File: config.mk
export PLATFORM = sky130hd
export DESIGN_NAME = ir_pulse_width_frame_decoder_unit
export DESIGN_NICKNAME = d
export VERILOG_FILES = /design/src/hw/rtl/irpwd_pkg.sv /design/src/hw/rtl/irpwd_cfg_regs.sv /design/src/hw/rtl/irpwd_frame_fsm.sv /design/src/hw/rtl/ir_pulse_width_frame_decoder_unit.sv
export SDC_FILE = /design/constraint.sdc
export NUM_CORES = 1
export LEC_CHECK = 0
export BUFFER_PORTS_ARGS = -buffer_cell sky130_fd_sc_hd__buf_2
export CAP_MARGIN = 20
export CORE_MARGIN = 2
export CORE_UTILIZATION = 40
export DETAILED_ROUTE_END_ITERATION = 16
export PLACE_DENSITY = 0.59
export SYNTH_ARGS = -nofsm -noshare
export SYNTH_HDL_FRONTEND = slang
export SYNTH_SLANG_ARGS = --single-unit
File: constraint.sdc
create_clock -name clk -period 5.1 [get_ports clk]
set_input_delay 1.02 -clock clk [delete_from_list [all_inputs] [get_ports clk]]
set_output_delay 1.02 -clock clk [all_outputs]
set_load 0.005 [all_outputs]
File: src/hw/rtl/irpwd_pkg.sv
// Shared types and constants for the IR pulse-width frame decoder.
// Used by the config registers, the frame FSM and the top level.
// No dependencies.
package irpwd_pkg;

  // Register indexes on the config port
  localparam int CFG_IDX_W = 3;
  localparam logic [CFG_IDX_W-1:0] CFG_START_MIN = 3'd0;
  localparam logic [CFG_IDX_W-1:0] CFG_START_MAX = 3'd1;
  localparam logic [CFG_IDX_W-1:0] CFG_ZERO_MIN  = 3'd2;
  localparam logic [CFG_IDX_W-1:0] CFG_ZERO_MAX  = 3'd3;
  localparam logic [CFG_IDX_W-1:0] CFG_ONE_MIN   = 3'd4;
  localparam logic [CFG_IDX_W-1:0] CFG_ONE_MAX   = 3'd5;
  localparam logic [CFG_IDX_W-1:0] CFG_ID_CODE   = 3'd6;

  // Reset values of the config registers
  localparam logic [7:0] RST_START_MIN = 8'd140;
  localparam logic [7:0] RST_START_MAX = 8'd175;
  localparam logic [7:0] RST_ZERO_MIN  = 8'd39;
  localparam logic [7:0] RST_ZERO_MAX  = 8'd53;
  localparam logic [7:0] RST_ONE_MIN   = 8'd16;
  localparam logic [7:0] RST_ONE_MAX   = 8'd30;
  localparam logic [7:0] RST_ID_CODE   = 8'h0A;

  typedef struct packed {
    logic [7:0] start_min;
    logic [7:0] start_max;
    logic [7:0] zero_min;
    logic [7:0] zero_max;
    logic [7:0] one_min;
    logic [7:0] one_max;
    logic [7:0] id_code;
  } cfg_t;

  typedef enum logic [1:0] {
    PH_IDLE  = 2'd0,
    PH_START = 2'd1,
    PH_BITS  = 2'd2
  } phase_t;

  typedef enum logic [1:0] {
    ST_PROGRESS = 2'd0,
    ST_GOOD     = 2'd1,
    ST_BAD_CODE = 2'd2,
    ST_BAD_SUM  = 2'd3
  } status_t;

  // One result word
  typedef struct packed {
    logic [7:0] byte_value;
    logic [3:0] byte_index;
    logic       last_byte;
    status_t    frame_status;
  } result_t;

  // Inclusive window test
  function automatic logic in_window(input logic [7:0] w, input logic [7:0] lo,
                                     input logic [7:0] hi);
    return (w >= lo) && (w <= hi);
  endfunction

endpackage

File: src/hw/rtl/irpwd_cfg_regs.sv
// Configuration register bank of the IR pulse-width frame decoder.
// Depends on irpwd_pkg for the register indexes, reset values and cfg_t.
module irpwd_cfg_regs (
  input  logic                          clk,
  input  logic                          rst_n,
  input  logic                          cfg_we,
  input  logic [irpwd_pkg::CFG_IDX_W-1:0] cfg_index,
  input  logic [7:0]                    cfg_data,
  output irpwd_pkg::cfg_t               cfg
);
  import irpwd_pkg::*;

  cfg_t cfg_r;
  cfg_t cfg_nxt;

  // Index decode; unused index leaves the bank untouched
  always_comb begin
    cfg_nxt = cfg_r;
    if (cfg_we) begin
      unique case (cfg_index)
        CFG_START_MIN: cfg_nxt.start_min = cfg_data;
        CFG_START_MAX: cfg_nxt.start_max = cfg_data;
        CFG_ZERO_MIN:  cfg_nxt.zero_min  = cfg_data;
        CFG_ZERO_MAX:  cfg_nxt.zero_max  = cfg_data;
        CFG_ONE_MIN:   cfg_nxt.one_min   = cfg_data;
        CFG_ONE_MAX:   cfg_nxt.one_max   = cfg_data;
        CFG_ID_CODE:   cfg_nxt.id_code   = cfg_data;
        default:       cfg_nxt = cfg_r;
      endcase
    end
  end

  always_ff @(posedge clk) begin
    if (!rst_n) begin
      cfg_r.start_min <= RST_START_MIN;
      cfg_r.start_max <= RST_START_MAX;
      cfg_r.zero_min  <= RST_ZERO_MIN;
      cfg_r.zero_max  <= RST_ZERO_MAX;
      cfg_r.one_min   <= RST_ONE_MIN;
      cfg_r.one_max   <= RST_ONE_MAX;
      cfg_r.id_code   <= RST_ID_CODE;
    end else begin
      cfg_r <= cfg_nxt;
    end
  end

  assign cfg = cfg_r;

endmodule

File: src/hw/rtl/irpwd_frame_fsm.sv
// Frame state machine: classifies one pulse width per step, assembles bytes
// LSB first and judges user code and checksum. Depends on irpwd_pkg.
module irpwd_frame_fsm #(
  parameter int FRAME_BYTES = 14
) (
  input  logic                 clk,
  input  logic                 rst_n,
  input  logic                 step,
  input  logic [7:0]           pulse_width,
  input  irpwd_pkg::cfg_t      cfg,
  output logic                 res_vld,
  output irpwd_pkg::result_t   res
);
  import irpwd_pkg::*;

  localparam logic [4:0] FRAME_BYTES_C = 5'(FRAME_BYTES);

  phase_t     phase_r, phase_nxt;
  logic [2:0] bit_count_r, bit_count_nxt;
  logic [7:0] byte_shift_r, byte_shift_nxt;
  logic [3:0] byte_idx_r, byte_idx_nxt;
  logic [7:0] run_sum_r, run_sum_nxt;
  logic       code_ok_r, code_ok_nxt;

  logic       is_zero, is_one, is_start;
  logic [7:0] byte_full;
  logic       last;
  logic       code_ok_now;

  // Pulse classification and byte assembly
  assign is_start    = in_window(pulse_width, cfg.start_min, cfg.start_max);
  assign is_zero     = in_window(pulse_width, cfg.zero_min, cfg.zero_max);
  assign is_one      = !is_zero && in_window(pulse_width, cfg.one_min, cfg.one_max);
  assign byte_full   = byte_shift_r | (8'(is_one) << bit_count_r);
  assign last        = ({1'b0, byte_idx_r} + 5'd1) >= FRAME_BYTES_C;
  assign code_ok_now = (byte_idx_r == 4'd0) ? (byte_full == cfg.id_code) : code_ok_r;

  // Next state and result
  always_comb begin
    phase_nxt          = phase_r;
    bit_count_nxt      = bit_count_r;
    byte_shift_nxt     = byte_shift_r;
    byte_idx_nxt       = byte_idx_r;
    run_sum_nxt        = run_sum_r;
    code_ok_nxt        = code_ok_r;
    res_vld            = 1'b0;
    res.byte_value     = byte_full;
    res.byte_index     = byte_idx_r;
    res.last_byte      = last;
    res.frame_status   = ST_PROGRESS;
    if (last) begin
      if (!code_ok_now)             res.frame_status = ST_BAD_CODE;
      else if (run_sum_r != byte_full) res.frame_status = ST_BAD_SUM;
      else                          res.frame_status = ST_GOOD;
    end
    if (step) begin
      unique case (phase_r)
        PH_START: begin
          bit_count_nxt  = '0;
          byte_shift_nxt = '0;
          byte_idx_nxt   = '0;
          run_sum_nxt    = '0;
          code_ok_nxt    = 1'b0;
          phase_nxt      = is_start ? PH_BITS : PH_IDLE;
        end
        PH_BITS: begin
          if (!is_zero && !is_one) begin
            // abort: drop the partial frame
            phase_nxt      = PH_IDLE;
            bit_count_nxt  = '0;
            byte_shift_nxt = '0;
            byte_idx_nxt   = '0;
            run_sum_nxt    = '0;
            code_ok_nxt    = 1'b0;
          end else if (bit_count_r != 3'd7) begin
            byte_shift_nxt = byte_full;
            bit_count_nxt  = bit_count_r + 3'd1;
          end else begin
            res_vld = 1'b1;
            if (last) begin
              phase_nxt      = PH_IDLE;
              bit_count_nxt  = '0;
              byte_shift_nxt = '0;
              byte_idx_nxt   = '0;
              run_sum_nxt    = '0;
              code_ok_nxt    = 1'b0;
            end else begin
              code_ok_nxt    = code_ok_now;
              run_sum_nxt    = run_sum_r + byte_full;
              byte_idx_nxt   = byte_idx_r + 4'd1;
              bit_count_nxt  = '0;
              byte_shift_nxt = '0;
            end
          end
        end
        default: begin
          // idle and the unused code: any pulse arms the block
          phase_nxt      = PH_START;
          bit_count_nxt  = '0;
          byte_shift_nxt = '0;
          byte_idx_nxt   = '0;
          run_sum_nxt    = '0;
          code_ok_nxt    = 1'b0;
        end
      endcase
    end
  end

  always_ff @(posedge clk) begin
    if (!rst_n) begin
      phase_r      <= PH_IDLE;
      bit_count_r  <= '0;
      byte_shift_r <= '0;
      byte_idx_r   <= '0;
      run_sum_r    <= '0;
      code_ok_r    <= 1'b0;
    end else begin
      phase_r      <= phase_nxt;
      bit_count_r  <= bit_count_nxt;
      byte_shift_r <= byte_shift_nxt;
      byte_idx_r   <= byte_idx_nxt;
      run_sum_r    <= run_sum_nxt;
      code_ok_r    <= code_ok_nxt;
    end
  end

endmodule

File: src/hw/rtl/ir_pulse_width_frame_decoder_unit.sv
// IR pulse-width frame decoder, top level. Depends on irpwd_pkg,
// irpwd_cfg_regs and irpwd_frame_fsm.
// A pulse that completes a byte has its word on the outputs once it has passed
// the input register, then the result register.
// Throughput: one pulse per cycle; a result word left waiting holds the input.
// Reset (synchronous, rst_n low): idle, frame counters cleared, config at
// defaults, both registers empty.
module ir_pulse_width_frame_decoder_unit #(
  parameter int FRAME_BYTES = 14
) (
  input  logic                          clk,
  input  logic                          rst_n,
  input  logic                          in_valid,
  output logic                          in_ready,
  input  logic [7:0]                    in_pulse_width,
  output logic                          out_valid,
  input  logic                          out_ready,
  output logic [7:0]                    out_byte_value,
  output logic [3:0]                    out_byte_index,
  output logic                          out_last_byte,
  output logic [1:0]                    out_frame_status,
  input  logic                          cfg_we,
  input  logic [irpwd_pkg::CFG_IDX_W-1:0] cfg_index,
  input  logic [7:0]                    cfg_data
);
  import irpwd_pkg::*;

  cfg_t       cfg;
  logic       in_vld_r;
  logic [7:0] width_r;
  logic       out_vld_r;
  result_t    out_r;
  logic       out_free;
  logic       step;
  logic       res_vld;
  result_t    res;

  irpwd_cfg_regs u_cfg (
    .clk       (clk),
    .rst_n     (rst_n),
    .cfg_we    (cfg_we),
    .cfg_index (cfg_index),
    .cfg_data  (cfg_data),
    .cfg       (cfg)
  );

  // Handshake: the FSM steps only when the result register can take a word
  assign out_free = !out_vld_r || out_ready;
  assign step     = in_vld_r && out_free;
  assign in_ready = !in_vld_r || out_free;

  // Input register
  always_ff @(posedge clk) begin
    if (!rst_n) begin
      in_vld_r <= 1'b0;
    end else if (in_ready) begin
      in_vld_r <= in_valid;
    end
  end

  always_ff @(posedge clk) begin
    if (in_valid && in_ready) begin
      width_r <= in_pulse_width;
    end
  end

  irpwd_frame_fsm #(
    .FRAME_BYTES (FRAME_BYTES)
  ) u_fsm (
    .clk         (clk),
    .rst_n       (rst_n),
    .step        (step),
    .pulse_width (width_r),
    .cfg         (cfg),
    .res_vld     (res_vld),
    .res         (res)
  );

  // Result register
  always_ff @(posedge clk) begin
    if (!rst_n) begin
      out_vld_r <= 1'b0;
    end else if (out_free) begin
      out_vld_r <= step && res_vld;
    end
  end

  always_ff @(posedge clk) begin
    if (step && res_vld) begin
      out_r <= res;
    end
  end

  assign out_valid        = out_vld_r;
  assign out_byte_value   = out_r.byte_value;
  assign out_byte_index   = out_r.byte_index;
  assign out_last_byte    = out_r.last_byte;
  assign out_frame_status = out_r.frame_status;

endmodule

======== Yosys cells after proc, flatten, opt, wreduce, memory -nomap -nowiden ========
Cells that the tools add are included.
storage, ports and cells
  output and inout port bits .............. 17
  flip-flop bits (word level) ............. 107
  input bits .............................. 24
  word-level logic and storage cells ...... 103
cells by class
  muxes and demuxes ....................... 30
  bitwise gates (word level) .............. 1
  $lt $le $gt $ge ......................... 7
  reduce and logical (&&, ||, !) cells .... 26
  equality and inequality tests ........... 13
  shift-type cells ........................ 1
  $add $sub $neg .......................... 4
operators with widths
  kind                                                                    number
  8-bit two-way mux                                                       7
  8-bit >= comparator                                                     3
  8-bit <= comparator                                                     3
  2-bit AND reduction                                                     9
  4-bit two-way mux                                                       4
  2-bit two-way mux                                                       6
  3-bit == test (second input constant)                                   3
  1-bit two-way mux                                                       9
  3-bit two-way mux                                                       3
  8-bit adder                                                             1
  8-bit == test                                                           1
  1-bit logical AND                                                       8
  8-bit inequality test                                                   1
  8-bit bitwise OR                                                        1
  1-bit by 3-bit left shift with 8-bit output                             1
  3-bit by 2-bit == test with 1-bit output (second input constant)        2
  4-bit by 1-bit adder with 5-bit output (second input constant)          1
  5-bit by 4-bit >= comparator with 1-bit output (second input constant)  1
  4-bit by 1-bit adder with 4-bit output (second input constant)          1
  1-bit logical NOT                                                       4
  4-bit logical NOT                                                       1
  2-bit one-hot mux with 2 select lines                                   1
  3-bit by 1-bit adder with 3-bit output (second input constant)          1
  3-bit by 1-bit == test with 1-bit output (second input constant)        1
  other kinds (8)                                                         9

======== Depth between registers and ports, before layout ========
Gate-level depths: netlist of the first run.
  depth in word-level cells ............... 12
  gate-level depth with buffers ........... 19
  gate-level depth less buffers ........... 19

======== Modules after synthesis ========
From an unflattened synthesis of the first run, not the netlist that was laid out.
unflattened totals
  cell total of the unflattened synthesis .. 651
  area total of the unflattened synthesis .. 6209.7 um^2
by module, submodules not included
  module                             sequential area each (um^2)  times used  area each (um^2)  cells each
  irpwd_frame_fsm                    520.5                        1           3235.6            410
  irpwd_cfg_regs                     1121.1                       1           2170.8            205
  ir_pulse_width_frame_decoder_unit  730.7                        1           803.3             36

======== Least setup slack after synthesis of the first run ========
OpenSTA, ideal clock, no wires.
  path type ............................... register to register
  from .................................... register width_r[7]
  to ...................................... register u_fsm.run_sum_r[7]
  stages on the path, launching flop included .. 18
  setup slack ............................. 1.381 ns
  data arrival time ....................... 3.596 ns
  path buffers ............................ 1
  required time ........................... 4.977 ns
  setup time .............................. 0.123 ns
  clock period less this slack ............ 3.719 ns
  cells stage by stage .................... edfxtp_1 > ha_1 > nand4_1 > o31a_1 > nor3_4 > and3_2 > clkbuf_1 > nand2_1 > nand2_1 > ha_1 > a21o_1 > a21oi_1 > nor2b_1 > o21a_1 > o41a_1 > xor2_1 > a21oi_1 > o22ai_1
RTL lines
  item                      RTL line                                 source
  start: declaration        ir_pulse_width_frame_decoder_unit.sv:30  logic [7:0] width_r;
  start signal: assignment  ir_pulse_width_frame_decoder_unit.sv:63  width_r <= in_pulse_width;
  end signal: assignment    irpwd_frame_fsm.sv:122                   run_sum_r <= run_sum_nxt;
  end: declaration          irpwd_frame_fsm.sv:22                    logic [7:0] run_sum_r, run_sum_nxt;

==> results of run 1 <==
## metal layers
layer  routed length, um  global-route usage, %
met1                6820                   25.4
met2                6770                   31.2
met3                 650                   3.82
met4                 228                   5.75
met5                   0                      0
## power groups by stage
stage	sequential [mW]	clock, mW	combinational (mW)
after CTS	0.900	0.692	0.191
after global routing	0.903	0.720	0.216
after detailed placement	0.920	0	0.190
after floorplan	0.912	0	0.133
after global placement	0.919	0	0.185
final	0.900	0.670	0.191
## worst min-delay path: stages (launching register included)
cell and delay (ns):
dfxtp_1 0.33, nand2_1 0.05, o21ai_0 0.06
## synthesized netlist by cell type (2+ instances only)
cell type,number
nand3_1,16
a21o_1,6
nor2_1,31
a221oi_1,2
and3_1,3
o21ai_0,17
buf_2,3
nor3_1,6
a2111oi_0,2
inv_1,67
o31a_1,2
a22o_1,2
clkbuf_1,16
a21oi_1,28
o211ai_1,22
nand2b_1,14
a21boi_0,34
and2_1,3
a31oi_1,9
mux2i_1,3
edfxtp_1,23
nand4_1,9
xnor2_1,3
xor2_1,6
dfxtp_1,84
o21a_1,8
nand2_1,130
ha_1,62
o22ai_1,7
o21ai_1,4
nor4_1,3
nor2b_1,15
## final timing paths
| kind | slack [ns] | end | startpoint |
|---|---|---|---|
| worst max-delay path | 1.10 | u_fsm.run_sum_r[7] | width_r[7] |
| worst min-delay path | 0.47 | u_fsm.run_sum_r[2] | u_fsm.run_sum_r[2] |
| worst max register to register | 1.10 | u_fsm.run_sum_r[7] | width_r[7] |
| worst min register to register | 0.47 | u_fsm.run_sum_r[2] | u_fsm.run_sum_r[2] |
## flip-flops by register name, indices dropped and copies added, names as in the netlist
| signal | cells |
|---|---|
| u_fsm.run_sum_r | 8 |
| out_frame_status | 2 |
| u_fsm.bit_count_r | 3 |
| in_vld_r | 1 |
| out_valid | 1 |
| out_byte_index | 4 |
| width_r | 8 |
| u_cfg.cfg | 56 |
| u_fsm.byte_idx_r | 4 |
| out_byte_value | 8 |
| u_fsm.code_ok_r | 1 |
| u_fsm.phase_r | 2 |
| out_last_byte | 1 |
| u_fsm.byte_shift_r | 8 |
## logic make-up (layout without fill, tap and decap cells)
family | count (synthesis) | count (layout) | share of synthesized area [%]
adder cells (fa/ha/maj) | 63 | 63 | 13.6
flip-flops | 107 | 107 | 40.7
AO/OA/AOI/OAI | 160 | 160 | 19.8
multiplexers | 3 | 3 | 0.515
AND/OR/NAND/NOR | 237 | 237 | 18.5
XOR/XNOR | 9 | 9 | 1.35
buffers and inverters | 86 | 127 | 5.60
## layout make-up
class	count	area share [%]
Clock inverter	5	0.558
Clock buffer	11	3.73
Sequential cell	107	36.5
Tap cell	184	3.54
Inverter	67	3.87
Multi-Input combinational cell	472	48.3
Timing Repair Buffer	44	3.54
## per-stage QoR
step           worst slack (ns)  cell area [um2]
2_1_floorplan              1.38             5840
3_3_place_gp               1.22             6220
3_5_place_dp               1.16             6220
4_1_cts                    1.13             6500
5_1_grt                   0.837             6500
6_report                   1.10             6500
==> flow_summary_export.csv, run 1 <==
group,metric,value,unit
status,outcome,"finished, final reports clean",
global_route,grt_use_total,19.0,%
synthesis,synth_async_sr_flop_share,0,%
worst_setup_path,worstRegToRegCells,16,
timing,max_slew_margin,34.8,%
cts,numCtsBuffers,9,
layout,nets,788,
worst_setup_path,critPathMaxStageDelay,0.51,ns
synthesis,syn_avg_cell_area,8.78,um2
power,p_int,1.30,mW
synthesis,synth-seq-area-share,40.7,%
placed_design,finalWeightedCongestion,0.896,
worst_setup_path,crit_fanout,9,
cts,clk_latency,0.36,ns
layout,seq_area,0.00237,mm2
timing,rsz0062_at_grt,"no",
floorplan,die_h,125,um
power,powerDensity,271,mW/mm2
cts,cts_tree,"built",
global_route,grt_pass1_wl,23.6,mm
timing,fmax,250,MHz
floorplan,die_w,125,um
timing,holdWs,0.467,ns
power,swShare,25.9,%
layout,final_cell_mix,"130 x nand2_1, 84 x dfxtp_1, 67 x inv_1, 62 x ha_1, 40 x buf_2",
power,p_sw,456,uW
power,peakVddDrop,0.174,mV
cts,h-tree-depth,3,
cts,root_buffer,"clkbuf_16",
global_route,grt_pass1_vias,4601,
synthesis,yosysTopAreaCell,"dfxtp_1",
layout,diodes,0,
routing,routedWlPerCell,16.3,um
routing,drc,0,
synthesis,synthCells,665,
floorplan,design.core.area,0.0144,mm2
timing,slew_violations,0,
power,leakagePower,2.67,nW
worst_hold_path,holdPathStages,2,
routing,vias,4731,
power,clockPowerShare,38.0,%
timing,clock_skew,0.00673,ns
cts,clockBufferDepth,2,
timing,setup_viol,0,
layout,syn2layout_area_growth,11.4,%
synthesis,ys_warn_count,0,
worst_hold_path,hold_path_class,"reg2reg",
timing,hold_viol_final,0,
timing,worst_slew_pin_slew,0.974,ns
run,drv_cap,0,
layout,layout.cells.non_filler,890,
routing,viasPerCell,5.32,
synthesis,ys.flop_type,"dfxtp_1",
worst_setup_path,critPathArrivalTime,4.25,ns
layout,fillerInstances,1381,
routing,drt_iter0_markers,326,
worst_setup_path,worstPathCellList,"ha_1 -> nand4_1 -> o31a_1 -> nor3_4 -> nand2_1 -> nor2_1 -> nand2_1 -> nand2_1 -> ha_1 -> a21oi_1 -> nor2b_1 -> o21a_1 -> o41a_1 -> xor2_1 -> a21oi_1 -> o22ai_1",
cts,postCtsSetupRepairBufs,0,
synthesis,yosys-top-cells-area,"dfxtp_1 29%, ha_1 13%, edfxtp_1 12%, nand2_1 8.4%, a21boi_0 4.4%",
worst_setup_path,path_depth,16,
worst_setup_path,worst-path-buf-inv,0,
floorplan,ioPinCount,41,
worst_setup_path,crit_path_start_kind,"flop",
global_route,grt_max_degree,68,
cts,cts_num_sinks,107,
synthesis,netlist_area,0.00584,mm2
global_route,gr-total-overflow,0,
synthesis,synth_edf_count,23,
placed_design,port_buffers,40,
worst_setup_path,crit_path_frequent_cell,"nand2_1",
cts,hold_buffers,0,
global_route,grt_antenna_before_repair,0,
floorplan,rows,44,
worst_setup_path,cp_top_family,"compound AO/OA/AOI/OAI gates",
floorplan,start_util,40.6,%
routing,firstDrtPassIters,5,
cts,cts.repair.resized,0,
synthesis,synth_nets,752,
layout,drive_above_1_share,10.5,%
placed_design,hpwl,11.0,mm
cts,clk_pin_slew,0.07,ns
worst_setup_path,critPathKind,"reg2reg",
worst_setup_path,cp.required,5.35,ns
synthesis,synth_top_cell_area_share,28.8,%
timing,period_share,78.5,%
timing,setup_tns,0,ns
floorplan,die_area,0.0156,mm2
routing,routed_wirelength,14.5,mm
power,seqPwrFrac,51.1,%
worst_setup_path,slowest_stage,"edfxtp_1",
layout,final_core_util,45.2,%
placed_design,post-place-cells,874,
synthesis,ys_types,57,
layout,multi_input_area,0.00314,mm2
routing,ant_nets,0,
power,power,1.76,mW
layout,final_common_cell,"nand2_1",
timing,period_minus_slack,4.00,ns
power,p_comb_share,10.8,%
worst_setup_path,end_kind,"flop",
synthesis,ys_seq_elements,107,
No activity file was read; power rests on OpenSTA's default activity.
==> inputs of run 2 (changes only) <==
--- a/config.mk
+++ b/config.mk
@@ -10,7 +10,7 @@
 export CORE_MARGIN = 2
 export CORE_UTILIZATION = 40
 export DETAILED_ROUTE_END_ITERATION = 16
-export PLACE_DENSITY = 0.59
+export PLACE_DENSITY = 0.61
 export SYNTH_ARGS = -nofsm -noshare
 export SYNTH_HDL_FRONTEND = slang
 export SYNTH_SLANG_ARGS = --single-unit
==> constraint.sdc (replaced) <==
create_clock -name clk -period 3.3 [get_ports clk]
set_input_delay 0.66 -clock clk [delete_from_list [all_inputs] [get_ports clk]]
set_output_delay 0.66 -clock clk [all_outputs]
set_load 0.005 [all_outputs]
==> run 2 against run 1 <==
Worst setup slack got worse by 1.3 ns. Final cell count rose by 5.1%. The run now ends with negative setup slack left. Register-to-register slack got worse by 1.3 ns. Highest routed layer unchanged. Largest cell class unchanged.
==> flow_summary_export.csv, run 2 (synthesis gave the netlist of run 1 again) <==
group,metric,value,unit
layout,multi_input_area,0.00332,mm2
power,leakagePower,2.91,nW
worst_setup_path,crit_fanout,5,
floorplan,start_util,40.6,%
floorplan,ioPinCount,41,
timing,slew_violations,0,
global_route,grt_max_degree,62,
timing,hold_viol_final,0,
layout,syn2layout_area_growth,20.7,%
cts,clockBufferDepth,2,
floorplan,design.core.area,0.0144,mm2
routing,ant_nets,0,
timing,max_slew_margin,35.7,%
timing,fmax,282,MHz
power,powerDensity,409,mW/mm2
routing,drc,0,
floorplan,die_w,125,um
layout,largest_register_ffs,56,
routing,drt_iter0_markers,193,
cts,cts_num_sinks,107,
layout,fillerInstances,1363,
cts,cts_tree,"built",
worst_setup_path,worstPathCellList,"ha_4 -> and3_4 -> a221oi_4 -> o31ai_4 -> o211ai_2 -> and3_4 -> nand2_4 -> nand2_4 -> ha_4 -> a21o_1 -> a21oi_2 -> nor2b_1 -> o21a_1 -> o41a_1 -> xor2_1 -> a21oi_1 -> o22ai_1",
placed_design,hpwl,10.9,mm
layout,diodes,0,
timing,setup_viol,3,
worst_setup_path,critPathArrivalTime,3.79,ns
placed_design,finalWeightedCongestion,0.901,
routing,viasPerCell,5.24,
layout,final_cell_mix,"127 x nand2_1, 84 x dfxtp_1, 66 x inv_1, 53 x ha_1, 49 x buf_4",
timing,setup_tns,-0.539,ns
cts,clk_latency,0.36,ns
worst_setup_path,cp.required,3.54,ns
global_route,grt_use_total,19.6,%
worst_setup_path,end_kind,"flop",
worst_setup_path,critPathKind,"reg2reg",
timing,rsz0062_at_grt,"yes",
timing,clock_skew,0.0110,ns
status,violations,"negative setup slack",
routing,vias,4900,
layout,nets,833,
placed_design,port_buffers,40,
worst_hold_path,hold_path_class,"reg2reg",
global_route,grt_pass1_vias,4911,
layout,seq_area,0.00237,mm2
timing,holdWs,0.465,ns
cts,root_buffer,"clkbuf_16",
cts,h-tree-depth,3,
layout,final_common_cell,"nand2_1",
worst_setup_path,critPathMaxStageDelay,0.55,ns
timing,period_share,108,%
timing,period_minus_slack,3.55,ns
status,outcome,"finished, violations left",
timing,worst_slack,-0.251,ns
power,peakVddDrop,0.361,mV
floorplan,rows,44,
worst_setup_path,crit_path_start_kind,"flop",
cts,clk_pin_slew,0.07,ns
floorplan,die_h,125,um
worst_setup_path,slowest_stage,"edfxtp_1",
layout,drive_above_1_share,18.6,%
routing,routed_wirelength,14.8,mm
routing,firstDrtPassIters,7,
cts,numCtsBuffers,9,
global_route,gr-total-overflow,0,
cts,hold_buffers,0,
global_route,grt_pass1_wl,24.3,mm
global_route,grt_antenna_before_repair,0,
timing,worst_slew_pin_slew,0.958,ns
routing,routedWlPerCell,15.9,um
floorplan,die_area,0.0156,mm2
run,drv_cap,0,
run 2: final timing paths:
check	cells after the start	slack (ns)	to	start
max reg2reg	17	-0.25	u_fsm.run_sum_r[7]	width_r[7]
min	2	0.47	u_fsm.run_sum_r[5]	u_fsm.run_sum_r[5]
min reg2reg	2	0.47	u_fsm.run_sum_r[5]	u_fsm.run_sum_r[5]
max	17	-0.25	u_fsm.run_sum_r[7]	width_r[7]
run 2: report_power, final:
group / total (mW) / leakage, nW / internal [mW] / switching, mW
logic: 0.373 / 1.84 / 0.168 / 0.204
registers: 1.39 / 0.919 / 1.36 / 0.0252
clock network: 1.12 / 0.149 / 0.630 / 0.492
total: 2.88 / 2.91 / 2.16 / 0.721
run 2: timing repair:
item,CTS,global route
cloned,0,0
pin swaps,3,2
buffers inserted,4,0
resized for setup,6,15
endpoints found under the setup margin,3,5
run 2: final cells by class:
cell class,count,share of cell area [%]
sequential,107,33.7
multi-input combinational,472,47.1
clock buffer,12,3.64
inverter,67,3.57
clock inverter,4,0.693
timing repair buffer,89,8.06
tap,184,3.27
run 2: through the flow:
stage                     total power [mW]  setup slack, ns  area [um2]  utilization, %  std cells
final                                 2.88           -0.251        7050            49.0        935
after global routing                  3.01           -0.461        7050            49.0        935
after CTS                             2.90           -0.268        6960            48.4        934
after detailed placement              1.77           -0.298        6580            45.8        914
after global placement                1.76           -0.277        6580            45.8        914
after floorplan                       1.63           -0.272        5910               -        665
run 2: worst max-delay path: cells and delay by family (launching register included):
family	cells	cell delay, ns
AO/OA/AOI/OAI	9	1.63
XOR/XNOR	1	0.16
adder cells (fa/ha/maj)	2	0.48
flip-flops	1	0.55
AND/OR/NAND/NOR	5	0.61
run 2: routing by layer:
metal  global-route usage, %  vias up  part of all wire (%)
met1                    23.3     2295                    42
met5                       0        -                     0
met4                    7.60        0                   2.7
li1                        -     2463                     -
met2                    34.4      109                    51
met3                    4.08       33                   4.8
